**config.mk**
```make
export PLATFORM = sky130hd
export DESIGN_NAME = detection_proposal_decoder_unit
export DESIGN_NICKNAME = d
export VERILOG_FILES = /design/src/rtl/dpd_pkg.sv /design/src/rtl/detection_proposal_decoder_unit.sv /design/src/rtl/dpd_front.sv /design/src/rtl/dpd_queue.sv /design/src/rtl/dpd_back.sv
export SDC_FILE = /design/constraint.sdc
export NUM_CORES = 2
export LEC_CHECK = 0
export BUFFER_PORTS_ARGS = -buffer_cell sky130_fd_sc_hd__clkbuf_2
export CAP_MARGIN = 20
export CORE_UTILIZATION = 55
export CTS_BUF_LIST = sky130_fd_sc_hd__clkbuf_4 sky130_fd_sc_hd__clkbuf_8
export CTS_CLUSTER_SIZE = 25
export DETAILED_ROUTE_END_ITERATION = 12
export GPL_TIMING_DRIVEN = 0
export HOLD_SLACK_MARGIN = 0.02
export PLACE_DENSITY = 0.73
export SYNTH_ARGS = -nofsm -noshare
export SYNTH_HDL_FRONTEND = slang
export SYNTH_SLANG_ARGS = --single-unit
```
**constraint.sdc**
```tcl
create_clock -name clk -period 10.2 [get_ports clk]
set_input_delay 3.06 -clock clk [delete_from_list [all_inputs] [get_ports clk]]
set_output_delay 3.06 -clock clk [all_outputs]
set_load 0.1 [all_outputs]
```
**src/rtl/dpd_pkg.sv**
```systemverilog
// ---------------------------------------------------------------------------
// dpd_pkg
// Types and constants shared by the detection proposal decoder modules.
// ---------------------------------------------------------------------------
`default_nettype none

package dpd_pkg;

  // Item kind carried on in_tuser
  localparam logic FUNC_HEADER = 1'b0;
  localparam logic FUNC_CLASS  = 1'b1;

  // Configuration register indexes
  typedef enum logic [1:0] {
    CFG_IMAGE_WIDTH     = 2'd0,
    CFG_IMAGE_HEIGHT    = 2'd1,
    CFG_SCORE_THRESHOLD = 2'd2
  } cfg_idx_t;

  localparam logic [12:0] IMAGE_WIDTH_RST     = 13'd640;
  localparam logic [12:0] IMAGE_HEIGHT_RST    = 13'd640;
  localparam logic [16:0] SCORE_THRESHOLD_RST = 17'd16384;

  // Largest image dimension honored by the box math
  localparam logic [12:0] DIM_MAX = 13'd4096;

  // Joint score saturation (1.0 in Q1.16)
  localparam logic [17:0] JOINT_MAX = 18'h10000;

  // Proposal queue between front and back
  localparam int Q_DEPTH = 4;
  localparam int Q_PTR_W = 2;

  // One surviving proposal handed from front to back
  typedef struct packed {
    logic [16:0]        score;
    logic signed [6:0]  cls_idx;
    logic [16:0]        center_x;
    logic [16:0]        center_y;
    logic [16:0]        box_w;
    logic [16:0]        box_h;
  } prop_t;

  // Queue status seen by the front and back
  typedef struct packed {
    logic full;
    logic empty;
  } q_status_t;

endpackage

`default_nettype wire

```
**src/rtl/detection_proposal_decoder_unit.sv**
```systemverilog
// ---------------------------------------------------------------------------
// detection_proposal_decoder_unit
// Decodes one detection proposal per header plus class-score run.
// ---------------------------------------------------------------------------
// Usage:
//   in_*   : a header item (in_tuser = 0) carries box centre, size and
//            objectness; each class item (in_tuser = 1) carries one class
//            score, in_tlast marks the proposal's final class.
//   out_*  : one box per proposal whose best joint score reaches the
//            threshold and whose clamped box has positive width and height.
//   cfg_*  : image width, image height and score threshold; write only while
//            no item is in flight.
// Throughput: one input item per cycle while the queue takes proposals.
// Path: once its last class item is accepted, a box goes through the score
//   stage, the queue, the box multiply stage and the output register.
// The running best score loop is one multiply stage plus one compare stage
// per item; the box math is one multiply stage plus one add/compare stage.
// Reset: config returns to 640 x 640 and threshold 0.25; held box, best
//   score and class count clear, the queue and output empty.
// Receiver stall: the output register holds; up to four proposals wait in
//   the queue, after which in_tready drops while a finished proposal waits.
// ---------------------------------------------------------------------------
`default_nettype none

module detection_proposal_decoder_unit #(
  parameter int MAX_CLASSES = 64
) (
  input  wire          clk,
  input  wire          rst_n,
  // in_tdata: center_x[16:0], center_y[33:17], box_w[50:34], box_h[67:51],
  //           objectness[84:68], class_score[101:85], zero pad [103:102]
  input  wire  [103:0] in_tdata,
  // in_tuser: func (0 header, 1 class score)
  input  wire          in_tuser,
  input  wire          in_tlast,
  input  wire          in_tvalid,
  output logic         in_tready,
  // out_tdata: left[16:0], top[33:17], width_px[50:34], height_px[67:51],
  //            cls_idx[74:68], confidence[91:75], zero pad [95:92]
  output logic [95:0]  out_tdata,
  output logic         out_tvalid,
  input  wire          out_tready,
  input  wire          cfg_we,
  input  wire  [1:0]   cfg_index,
  input  wire  [16:0]  cfg_wdata
);

  // Configuration registers
  logic [12:0] image_width_r;
  logic [12:0] image_height_r;
  logic [16:0] score_threshold_r;

  always_ff @(posedge clk) begin
    if (!rst_n) begin
      image_width_r     <= dpd_pkg::IMAGE_WIDTH_RST;
      image_height_r    <= dpd_pkg::IMAGE_HEIGHT_RST;
      score_threshold_r <= dpd_pkg::SCORE_THRESHOLD_RST;
    end else if (cfg_we) begin
      unique case (cfg_index)
        dpd_pkg::CFG_IMAGE_WIDTH:     image_width_r     <= cfg_wdata[12:0];
        dpd_pkg::CFG_IMAGE_HEIGHT:    image_height_r    <= cfg_wdata[12:0];
        dpd_pkg::CFG_SCORE_THRESHOLD: score_threshold_r <= cfg_wdata;
        default: ; // unused index, write dropped
      endcase
    end
  end

  dpd_pkg::prop_t     push_data, head;
  dpd_pkg::q_status_t q_stat;
  logic               push, pop;

  logic [16:0]        o_left, o_top, o_w, o_h, o_conf;
  logic signed [6:0]  o_cls;

  // Front: running best joint score per proposal, threshold check
  dpd_front #(
    .MAX_CLASSES (MAX_CLASSES)
  ) u_front (
    .clk             (clk),
    .rst_n           (rst_n),
    .in_valid        (in_tvalid),
    .in_ready        (in_tready),
    .func            (in_tuser),
    .center_x        (in_tdata[16:0]),
    .center_y        (in_tdata[33:17]),
    .box_w           (in_tdata[50:34]),
    .box_h           (in_tdata[67:51]),
    .objectness      (in_tdata[84:68]),
    .class_score     (in_tdata[101:85]),
    .last_class      (in_tlast),
    .score_threshold (score_threshold_r),
    .q_stat          (q_stat),
    .push            (push),
    .prop            (push_data)
  );

  // Proposals waiting for box conversion
  dpd_queue u_queue (
    .clk       (clk),
    .rst_n     (rst_n),
    .push      (push),
    .push_data (push_data),
    .pop       (pop),
    .head      (head),
    .stat      (q_stat)
  );

  // Back: corner form, clamping, size limit, output register
  dpd_back u_back (
    .clk          (clk),
    .rst_n        (rst_n),
    .head         (head),
    .q_stat       (q_stat),
    .pop          (pop),
    .image_width  (image_width_r),
    .image_height (image_height_r),
    .out_valid    (out_tvalid),
    .out_ready    (out_tready),
    .left         (o_left),
    .top          (o_top),
    .width_px     (o_w),
    .height_px    (o_h),
    .cls_idx      (o_cls),
    .confidence   (o_conf)
  );

  assign out_tdata = {4'b0000, o_conf, o_cls, o_h, o_w, o_top, o_left};

endmodule

`default_nettype wire

```
**src/rtl/dpd_front.sv**
```systemverilog
// ---------------------------------------------------------------------------
// dpd_front
// Takes header and class items, tracks the best joint score per proposal
// and pushes proposals that pass the threshold into the queue.
// ---------------------------------------------------------------------------
`default_nettype none

module dpd_front #(
  parameter int MAX_CLASSES = 64
) (
  input  wire                 clk,
  input  wire                 rst_n,
  input  wire                 in_valid,
  output logic                in_ready,
  input  wire                 func,
  input  wire  [16:0]         center_x,
  input  wire  [16:0]         center_y,
  input  wire  [16:0]         box_w,
  input  wire  [16:0]         box_h,
  input  wire  [16:0]         objectness,
  input  wire  [16:0]         class_score,
  input  wire                 last_class,
  input  wire  [16:0]         score_threshold,
  input  dpd_pkg::q_status_t  q_stat,
  output logic                push,
  output dpd_pkg::prop_t      prop
);

  localparam int CNT_W = (MAX_CLASSES > 1) ? $clog2(MAX_CLASSES) : 1;
  localparam logic [CNT_W-1:0] CNT_LAST = CNT_W'(MAX_CLASSES - 1);

  // accept side
  logic [CNT_W-1:0] cnt_r;
  logic             full_r;
  logic [16:0]      obj_r;

  // score stage
  logic             b_valid_r;
  logic             b_func_r;
  logic             b_last_r;
  logic             b_take_r;
  logic [CNT_W-1:0] b_idx_r;
  logic [33:0]      b_prod_r;
  logic [16:0]      b_cx_r, b_cy_r, b_w_r, b_h_r;

  // proposal state
  logic [16:0]       held_cx_r, held_cy_r, held_w_r, held_h_r;
  logic [16:0]       best_r;
  logic signed [6:0] best_cls_r;

  logic              en, acc, is_cls, upd;
  logic [17:0]       joint_raw;
  logic [16:0]       joint;
  logic [16:0]       best_nxt;
  logic signed [6:0] best_cls_nxt;
  logic [6:0]        idx_ext;

  // Stall only while a finished proposal waits on a full queue
  assign en       = !(b_valid_r && (b_func_r == dpd_pkg::FUNC_CLASS) && b_last_r
                      && q_stat.full);
  assign in_ready = en;
  assign acc      = in_valid && en;

  always_ff @(posedge clk) begin
    if (!rst_n) begin
      cnt_r  <= '0;
      full_r <= 1'b0;
      obj_r  <= '0;
    end else if (acc) begin
      if (func == dpd_pkg::FUNC_HEADER) begin
        cnt_r  <= '0;
        full_r <= 1'b0;
        obj_r  <= objectness;
      end else if (last_class) begin
        cnt_r  <= '0;
        full_r <= 1'b0;
      end else if (!full_r) begin
        if (cnt_r == CNT_LAST) begin
          cnt_r  <= '0;
          full_r <= 1'b1;
        end else begin
          cnt_r <= cnt_r + 1'b1;
        end
      end
    end
  end

  always_ff @(posedge clk) begin
    if (!rst_n) begin
      b_valid_r <= 1'b0;
    end else if (en) begin
      b_valid_r <= acc;
    end
  end

  always_ff @(posedge clk) begin
    if (acc) begin
      b_func_r <= func;
      b_last_r <= last_class;
      b_take_r <= !full_r;
      b_idx_r  <= cnt_r;
      b_prod_r <= obj_r * class_score;
      b_cx_r   <= center_x;
      b_cy_r   <= center_y;
      b_w_r    <= box_w;
      b_h_r    <= box_h;
    end
  end

  // joint = obj * score >> 16, saturated at 1.0
  assign joint_raw = b_prod_r[33:16];
  assign joint     = (joint_raw > dpd_pkg::JOINT_MAX) ? dpd_pkg::JOINT_MAX[16:0]
                                                      : joint_raw[16:0];
  assign idx_ext   = {{(7 - CNT_W){1'b0}}, b_idx_r};
  assign is_cls    = b_valid_r && (b_func_r == dpd_pkg::FUNC_CLASS);
  assign upd       = b_take_r && (joint > best_r);
  assign best_nxt     = upd ? joint : best_r;
  assign best_cls_nxt = upd ? $signed(idx_ext) : best_cls_r;

  assign push = en && is_cls && b_last_r && (best_nxt >= score_threshold);

  always_comb begin
    prop.score    = best_nxt;
    prop.cls_idx  = best_cls_nxt;
    prop.center_x = held_cx_r;
    prop.center_y = held_cy_r;
    prop.box_w    = held_w_r;
    prop.box_h    = held_h_r;
  end

  always_ff @(posedge clk) begin
    if (!rst_n) begin
      held_cx_r  <= '0;
      held_cy_r  <= '0;
      held_w_r   <= '0;
      held_h_r   <= '0;
      best_r     <= '0;
      best_cls_r <= -7'sd1;
    end else if (en && b_valid_r) begin
      if (b_func_r == dpd_pkg::FUNC_HEADER) begin
        held_cx_r  <= b_cx_r;
        held_cy_r  <= b_cy_r;
        held_w_r   <= b_w_r;
        held_h_r   <= b_h_r;
        best_r     <= '0;
        best_cls_r <= -7'sd1;
      end else if (b_last_r) begin
        best_r     <= '0;
        best_cls_r <= -7'sd1;
      end else begin
        best_r     <= best_nxt;
        best_cls_r <= best_cls_nxt;
      end
    end
  end

endmodule

`default_nettype wire

```
**src/rtl/dpd_queue.sv**
```systemverilog
// ---------------------------------------------------------------------------
// dpd_queue
// Short register FIFO of proposals between front and back.
// ---------------------------------------------------------------------------
`default_nettype none

module dpd_queue (
  input  wire                 clk,
  input  wire                 rst_n,
  input  wire                 push,
  input  dpd_pkg::prop_t      push_data,
  input  wire                 pop,
  output dpd_pkg::prop_t      head,
  output dpd_pkg::q_status_t  stat
);

  dpd_pkg::prop_t                 mem_r [dpd_pkg::Q_DEPTH];
  logic [dpd_pkg::Q_PTR_W-1:0]    wr_ptr_r, rd_ptr_r;
  logic [dpd_pkg::Q_PTR_W:0]      cnt_r;
  logic                           do_push, do_pop;

  assign stat.full  = (cnt_r == (dpd_pkg::Q_PTR_W + 1)'(dpd_pkg::Q_DEPTH));
  assign stat.empty = (cnt_r == '0);
  assign do_push    = push && !stat.full;
  assign do_pop     = pop && !stat.empty;
  assign head       = mem_r[rd_ptr_r];

  always_ff @(posedge clk) begin
    if (do_push) begin
      mem_r[wr_ptr_r] <= push_data;
    end
  end

  always_ff @(posedge clk) begin
    if (!rst_n) begin
      wr_ptr_r <= '0;
      rd_ptr_r <= '0;
      cnt_r    <= '0;
    end else begin
      if (do_push) wr_ptr_r <= wr_ptr_r + 1'b1;
      if (do_pop)  rd_ptr_r <= rd_ptr_r + 1'b1;
      case ({do_push, do_pop})
        2'b10:   cnt_r <= cnt_r + 1'b1;
        2'b01:   cnt_r <= cnt_r - 1'b1;
        default: cnt_r <= cnt_r;
      endcase
    end
  end

endmodule

`default_nettype wire

```
**src/rtl/dpd_back.sv**
```systemverilog
// ---------------------------------------------------------------------------
// dpd_back
// Turns queued proposals into clamped corner boxes and drives the result
// register.
// ---------------------------------------------------------------------------
`default_nettype none

module dpd_back (
  input  wire                 clk,
  input  wire                 rst_n,
  input  dpd_pkg::prop_t      head,
  input  dpd_pkg::q_status_t  q_stat,
  output logic                pop,
  input  wire  [12:0]         image_width,
  input  wire  [12:0]         image_height,
  output logic                out_valid,
  input  wire                 out_ready,
  output logic [16:0]         left,
  output logic [16:0]         top,
  output logic [16:0]         width_px,
  output logic [16:0]         height_px,
  output logic signed [6:0]   cls_idx,
  output logic [16:0]         confidence
);

  typedef struct packed {
    logic        keep;
    logic [16:0] corner;
    logic [16:0] extent;
  } axis_t;

  // corner = max(0, d*dim) >> 13, extent = min(size*dim >> 12, 16*dim - corner)
  function automatic axis_t place(input logic pos_ok, input logic [29:0] pd,
                                  input logic [28:0] ps, input logic [12:0] dim);
    axis_t              r;
    logic [16:0]        ext;
    logic signed [17:0] room;
    r.corner = pos_ok ? pd[29:13] : '0;
    ext      = ps[28:12];
    room     = $signed({1'b0, dim, 4'b0000}) - $signed({1'b0, r.corner});
    if ($signed({1'b0, ext}) > room) begin
      r.extent = room[16:0];
      r.keep   = (room > 18'sd0);
    end else begin
      r.extent = ext;
      r.keep   = (ext != '0);
    end
    return r;
  endfunction

  logic               adv;
  logic [12:0]        dim_x, dim_y;
  logic signed [18:0] dx, dy;
  logic [30:0]        pdx, pdy;
  logic [29:0]        pw, ph;

  logic               s1_valid_r;
  logic               s1_xpos_r, s1_ypos_r;
  logic [29:0]        s1_pdx_r, s1_pdy_r;
  logic [28:0]        s1_pw_r, s1_ph_r;
  logic [12:0]        s1_dimx_r, s1_dimy_r;
  logic [16:0]        s1_score_r;
  logic signed [6:0]  s1_cls_r;

  axis_t              ax, ay;
  logic               out_valid_r;

  assign adv = !out_valid_r || out_ready;
  assign pop = adv && !q_stat.empty;

  assign dim_x = (image_width  > dpd_pkg::DIM_MAX) ? dpd_pkg::DIM_MAX : image_width;
  assign dim_y = (image_height > dpd_pkg::DIM_MAX) ? dpd_pkg::DIM_MAX : image_height;
  assign dx    = $signed({1'b0, head.center_x, 1'b0}) - $signed({2'b00, head.box_w});
  assign dy    = $signed({1'b0, head.center_y, 1'b0}) - $signed({2'b00, head.box_h});
  assign pdx   = dx[17:0] * dim_x;
  assign pdy   = dy[17:0] * dim_y;
  assign pw    = head.box_w * dim_x;
  assign ph    = head.box_h * dim_y;

  always_ff @(posedge clk) begin
    if (!rst_n) begin
      s1_valid_r <= 1'b0;
    end else if (adv) begin
      s1_valid_r <= !q_stat.empty;
    end
  end

  always_ff @(posedge clk) begin
    if (pop) begin
      s1_xpos_r  <= !dx[18] && (dx != '0);
      s1_ypos_r  <= !dy[18] && (dy != '0);
      s1_pdx_r   <= pdx[29:0];
      s1_pdy_r   <= pdy[29:0];
      s1_pw_r    <= pw[28:0];
      s1_ph_r    <= ph[28:0];
      s1_dimx_r  <= dim_x;
      s1_dimy_r  <= dim_y;
      s1_score_r <= head.score;
      s1_cls_r   <= head.cls_idx;
    end
  end

  assign ax = place(s1_xpos_r, s1_pdx_r, s1_pw_r, s1_dimx_r);
  assign ay = place(s1_ypos_r, s1_pdy_r, s1_ph_r, s1_dimy_r);

  always_ff @(posedge clk) begin
    if (!rst_n) begin
      out_valid_r <= 1'b0;
    end else if (adv) begin
      out_valid_r <= s1_valid_r && ax.keep && ay.keep;
    end
  end

  always_ff @(posedge clk) begin
    if (adv) begin
      left       <= ax.corner;
      top        <= ay.corner;
      width_px   <= ax.extent;
      height_px  <= ay.extent;
      cls_idx    <= s1_cls_r;
      confidence <= s1_score_r;
    end
  end

  assign out_valid = out_valid_r;

endmodule

`default_nettype wire

```
# Word-level counts from Yosys, hierarchy flattened
# Memory sizes are Yosys's and may differ from the RTL's. A register that Yosys moved wholly into a read port is not among the register bits.
# Cells that the tools add are included.
[totals]
reg_bits = 542
ramBits = 368
n_memories = 1
[memory_table]
columns = ["name", "words", "word_bits", "read_ports", "rd_ports_with_merged_regs", "wr", "line_no", "source"]
rows = [
  ["u_queue.mem_r", 4, 92, 1, 1, 1, "dpd_queue.sv:17", "dpd_pkg::prop_t mem_r [dpd_pkg::Q_DEPTH];"],
]
[op_classes]
addsub = 9
mul = 5
n_lt_le_gt_ge = 9
eq_ne = 7
n_mux = 28
bitwise_logic = 2
reduce_logical = 37
[ops]
columns = ["cell", "count"]
rows = [
  ["two-way mux 17 bit", 8],
  ["multiplier 18 x 13 -> 30 bit", 2],
  ["multiplier 17 x 13 -> 29 bit", 2],
  ["nonzero test 19 bit", 2],
  ["subtractor 18 x 17 -> 19 bit", 2],
  ["> comparator 18 x 1 -> 1 bit (second input constant)", 2],
  ["> comparator 18 bit", 2],
  ["subtractor 17 x 17 -> 18 bit", 2],
  ["multiplier 17 x 17 -> 34 bit", 1],
  ["nonzero test 17 bit", 2],
  ["> comparator 13 bit (second input constant)", 2],
  ["two-way mux 13 bit", 2],
  ["two-way mux 6 bit", 4],
  ["two-way mux 7 bit", 3],
  ["> comparator 18 x 17 -> 1 bit (second input constant)", 1],
  ["greater-or-equal comparator 17 bit", 1],
  ["> comparator 17 bit", 1],
  ["logical AND 1 bit", 16],
  ["AND reduction 2 bit", 6],
  ["two-way mux 1 bit", 8],
  ["zero test 1 bit", 7],
  ["adder 6 x 1 -> 6 bit (second input constant)", 1],
  ["== test 6 bit (second input constant)", 1],
  ["one-hot mux 3 bit (2 select lines)", 1],
  ["other kinds (13)", 18],
]

# Logic depth before layout (Yosys ltp)
[logic_depth]
word_depth = 10
ltp_mapped = 38
ltp_nobuf = 34

# By module
# A second synthesis with hierarchy kept.
[hier_totals]
hier_cells = 6665
area_unflattened_um2 = 70686.5
[modules_own_cells]
columns = ["module", "instances", "cells_each", "area_each_um2", "seq_area_each_um2"]
rows = [
  ["dpd_back", 1, 4130, 37875.1, 6406.1],
  ["dpd_front", 1, 1830, 17349.1, 5195.0],
  ["dpd_queue", 1, 534, 13765.7, 11230.8],
  ["detection_proposal_decoder_unit", 1, 171, 1696.6, 860.8],
]

# Worst setup path after synthesis
# No wires, ideal clock.
[synth_timing]
path_kind = "input-to-reg"
from = "input out_tready"
to = "register u_queue.cnt_r[2] (netlist name)"
setup_ps = 76
arrival_ps = 10067
required_ps = 10124
setup_slack_ps = 57
path_stages = 8
n_path_buf = 0
path_cell_list = "nor2b_1 > nor2_1 > ha_1 > inv_1 > fa_1 > xor2_1 > or3_1 > a21boi_0"
[synth_via]
elab_chain_cells = 5
word_cells_on_any_way = 7
cone_classes = "eq/ne (2); mux (1); reduce/logical (4)"
[synth_lines]
columns = ["item", "line_no", "source"]
rows = [
  ["start: declaration", "detection_proposal_decoder_unit.sv:42", "input wire out_tready,"],
  ["logical OR 1 bit *", "dpd_back.sv:68", "assign adv = !out_valid_r || out_ready;"],
  ["logical AND 1 bit *", "dpd_back.sv:69", "assign pop = adv && !q_stat.empty;"],
  ["net pop", "detection_proposal_decoder_unit.sv:70", "logic push, pop;"],
  ["logical AND 1 bit *", "dpd_queue.sv:25", "assign do_pop = pop && !stat.empty;"],
  ["== test 2 x 1 -> 1 bit / == test 2 bit (equally long branches)", "dpd_queue.sv:42", "case ({do_push, do_pop})"],
  ["one-hot mux 3 bit (2 select lines) / nonzero test 2 bit (equally long branches)", "--", ""],
  ["end signal: assignment", "dpd_queue.sv:43", "2'b10: cnt_r <= cnt_r + 1'b1;"],
  ["end signal: assignment", "dpd_queue.sv:44", "2'b01: cnt_r <= cnt_r - 1'b1;"],
  ["end signal: assignment", "dpd_queue.sv:45", "default: cnt_r <= cnt_r;"],
  ["end: declaration", "dpd_queue.sv:19", "logic [dpd_pkg::Q_PTR_W:0] cnt_r;"],
]
# The timed path passes the listed nets; every way through them passes the cells marked *.
# A chain may end at the register's enable or synchronous reset.

==> summary.md <==
| Metric | Value |
|---|---|
| Outcome | finished clean |
| DIE AREA | about 130000 um^2 |
| Max_slew headroom | 0.160 |
| CP max stage delay | 1.00 ns |
| Num CTS Buffers | ~140 |
| Distinct cell type count after synthesis | a little over 80 |
| DRT Wirelength | around 180000 um |
| Synthesis Warnings | 0 |
| Gp weighted congestion | a little under 1 |
| CP Depth | 30 |
| CP max stage cell | xnor2_1 |
| Hold-critical path depth | 0 |
| Avg Inst Size Synth | 10.7 um^2 |
| Critical Path Fanout Max | 15 |
| Startpoint types | register |
| Post-DP HPWL | 147000 um |
| Fmax | 102 MHz |
| Final setup vio count | 0 |
| Period utilisation layout | 0.965 |
| #FFs+latches synth | between 800 and 900 |
| Worst Skew | roughly 0.063 ns |
| Setup WS post-layout | 0.355 ns |
| CORE AREA | around 130000 um^2 |
| Setup slack, reg-to-reg | roughly 0.36 ns |
| Max Slew Vio Count | 0 |
| Clk sinks | approximately 850 |
| Row Count | 130 |
| Post-synth ARST share | 0 |
| Mapped Area | 70100 um^2 |
| Final net count | ~8500 |
| Register Area | between 20000 and 25000 um^2 |
| Post-synth EDFFs | 675 |
| Final critical-path required period | slightly below 10 ns |
| Antenna-violating nets left | 0 |
| Most used cell, CP | fa_1 |
| Reg-to-reg endpoint | u_back.s1_pdy_r[28]$_DFFE_PP_ |
| Drt wl/cell | around 21 um |
| Initial antenna violation count | 15 |
| Largest net degree at the start of global routing | 55 |
| Area growth syn-to-layout | 9.66% |
| First-pass GRT wire length | ~280000 um |
| Port bufs | 211 |
| Req. time, crit path | between 10 and 15 ns |
| CP endpoint kind | register |
| Worst hold start | u_back.s1_score_r[3]$_DFFE_PP_ |
| Pre-CTS WS | -1.46 ns |
| GR Util All Layers | 0.290 |
| CP delay by family, top | adder cells |
| Depth of the CTS H-tree | 4 |
| Sum of buffers and inverters on the critical path | 8 |
| Via count | between 40000 and 50000 |
| Root buf cell | clkbuf_8 |
| Final hold violation count | 0 |
| CTS tree | done |
| Reg2Reg Depth | 30 |
| Mapped Cells | 6574 |
| Clk_lat worst skew | approximately 0.85 ns |
| Total of max-cap violations | 0 |
| TritonRoute pass-1 iters | 6 |
| Die X | ~360 um |
| Clk slew on worst S/H paths | roughly 0.060 ns |
| Vias/cell | approximately 5.6 |
| Critical path class | register to register |
| Endpoint of the worst hold path | u_back.confidence[3]$_DFFE_PN_ |
| Vias in the first global route | ~50000 |
| Starting Density | 0.556 |
| Hold Crit Class | register to register |
| Top_reg_cell synth | edfxtp_1 |
| Fillers | 10200 |
| Crit path arrival time | 10.50 ns |
| Multi-input gate area | a little over 40000 um^2 |
| # hold bufs at CTS | 0 |
| CTS max path bufs | 3 |
| DRC errors left | 0 |
| Fraction of layout cells with a size suffix above 1 | 0.0971 |
| Initial DRC count | roughly 4000 |
| Post-synthesis sequential area ratio | 0.338 |
| Die Ht | 359 um |
| Slew @ Worst Pin | roughly 1.3 ns |
| Ports | ~230 |
| GRT overflow | 0 |
## what timing repair did
action,in CTS,in global routing
setup buffers,3,6
resized for setup,36,52
pin swaps,2,1
endpoints found under the setup margin,34,18
## worst max-delay path by stage
stage / start / endpoint / slack [ns]
finish: register / u_back.s1_pdy_r[28]$_DFFE_PP_ / 0.36
global route: register / u_back.s1_pdx_r[29]$_DFFE_PP_ / -0.02
CTS: register / u_back.s1_pdy_r[29]$_DFFE_PP_ / 0.003
detailed placement: register / u_back.s1_pdx_r[25]$_DFFE_PP_ / -1.46
global placement: out_tready / u_queue.cnt_r[2]$_SDFFE_PN0P_ / -2.96
floorplan: out_tready / u_queue.cnt_r[2]$_SDFFE_PN0P_ / 0.06
## worst register-to-register path: cells and delay by family (launching register included)
kind / cells / cell delay (ns)
simple gates: 5 / 1.24
buf+inv: 8 / 1.64
flops: 1 / 0.33
xor+xnor: 1 / 1.00
fa+ha+maj: 7 / 3.14
mux: 1 / 0.37
compound gates: 8 / 1.94
## per-stage QoR
| stage | instances | utilization | TNS [ns] | hold WS, ns | cell area [um^2] |
|---|---|---|---|---|---|
| floorplan | 6577 | - | 0 | 0.400 | 70100 |
| global placement | 8438 | 0.581 | -492.06 | 0.403 | 73300 |
| detailed placement | 8451 | 0.583 | -28.99 | 0.405 | 73600 |
| CTS | 8709 | 0.608 | 0 | 0.420 | 76700 |
| global route | 8723 | 0.610 | -0.0225 | 0.424 | 76900 |
| finish | 8729 | 0.610 | 0 | 0.411 | 76900 |
## metal layers
metal  global-route usage  up-vias  wire length, um
li1                     -    21700                -
met1                0.389    24300            74100
met2                0.458     2139            84300
met3               0.0646      420            17900
met4                0.121        6             7490
met5                    0        -              176
## registers in the layout (all words and copies together), names as in the netlist, 17 cells and up, named ones only
name	count
u_queue.mem_r	368
u_front.b_prod_r	18
score_threshold_r	17
u_back.confidence	17
u_back.height_px	17
u_back.left	17
u_back.s1_pdx_r	17
u_back.s1_pdy_r	17
u_back.s1_ph_r	17
u_back.s1_pw_r	17
u_back.s1_score_r	17
u_back.top	17
u_back.width_px	17
u_front.b_cx_r	17
u_front.b_cy_r	17
u_front.b_h_r	17
u_front.b_w_r	17
u_front.best_r	17
u_front.held_cx_r	17
u_front.held_cy_r	17
u_front.held_h_r	17
u_front.held_w_r	17
u_front.obj_r	17
## cell type report
class / count / area share
Multi-Input combinational cell: 4223 / 0.533
Sequential cell: 846 / 0.308
Inverter: 1234 / 0.0603
Clock buffer: 203 / 0.0322
Tap cell: 1650 / 0.0268
Timing Repair Buffer: 234 / 0.0183
Buffer: 269 / 0.0144
Clock inverter: 54 / 0.00652
Antenna cell: 16 / 0.000521
## Yosys cell counts, types with 47 or more instances
| library cell | count | area share |
|---|---|---|
| edfxtp_1 | 675 | 0.29 |
| a21oi_1 | 111 | 0.0079 |
| dfxtp_1 | 171 | 0.049 |
| clkbuf_1 | 250 | 0.013 |
| inv_1 | 1226 | 0.066 |
| mux4_2 | 88 | 0.028 |
| fa_1 | 899 | 0.26 |
| nand2b_1 | 47 | 0.0042 |
| and2_1 | 189 | 0.017 |
| nand2_1 | 1125 | 0.060 |
| xor2_1 | 59 | 0.0074 |
| xnor2_1 | 111 | 0.014 |
| a21o_1 | 65 | 0.0070 |
| a21boi_0 | 130 | 0.014 |
| ha_1 | 516 | 0.092 |
| nor2_1 | 350 | 0.019 |
| o21ai_0 | 76 | 0.0054 |
## logic make-up (layout without fill, tap and decap cells)
kind of cell | after synthesis | in the layout | share of synthesized area
compound gates | 558 | 558 | 0.0552
xor+xnor | 171 | 171 | 0.0215
mux | 137 | 137 | 0.0358
buf+inv | 1508 | 1994 | 0.0812
fa+ha+maj | 1415 | 1415 | 0.349
simple gates | 1938 | 1938 | 0.120
other cells | 1 | 20 | 0.0000535
flops | 846 | 846 | 0.338
## cell usage in the layout (no fill, tap or decap), types with 12 or more instances in the layout
cell      count
ha_1        516
a31oi_1      12
inv_1      1223
a21o_1       65
and3_1       15
buf_4        17
o21a_1       34
nor4_1       22
nand3_1      43
clkbuf_2    221
mux2_2       28
nor2_1      349
clkbuf_1    231
fa_1        899
mux4_2       88
mux2i_1      20
clkinv_1     24
xnor2_1     100
a211oi_1     13
xor2_1       50
a21boi_0    130
nor2b_1      32
clkbuf_4     56
diode_2      16
edfxtp_1    675
o21bai_1     12
and2_1      185
o21ai_0      73
a21oi_1     108
clkinv_2     14
nand4_1      32
dfxtp_1     171
nor3_1       35
a22o_1       16
nand2b_1     47
nand2_1    1125
clkbuf_8    152
Power is not shown: default switching activity piles up to over one toggle a cycle in this logic, so the estimate is an artifact.
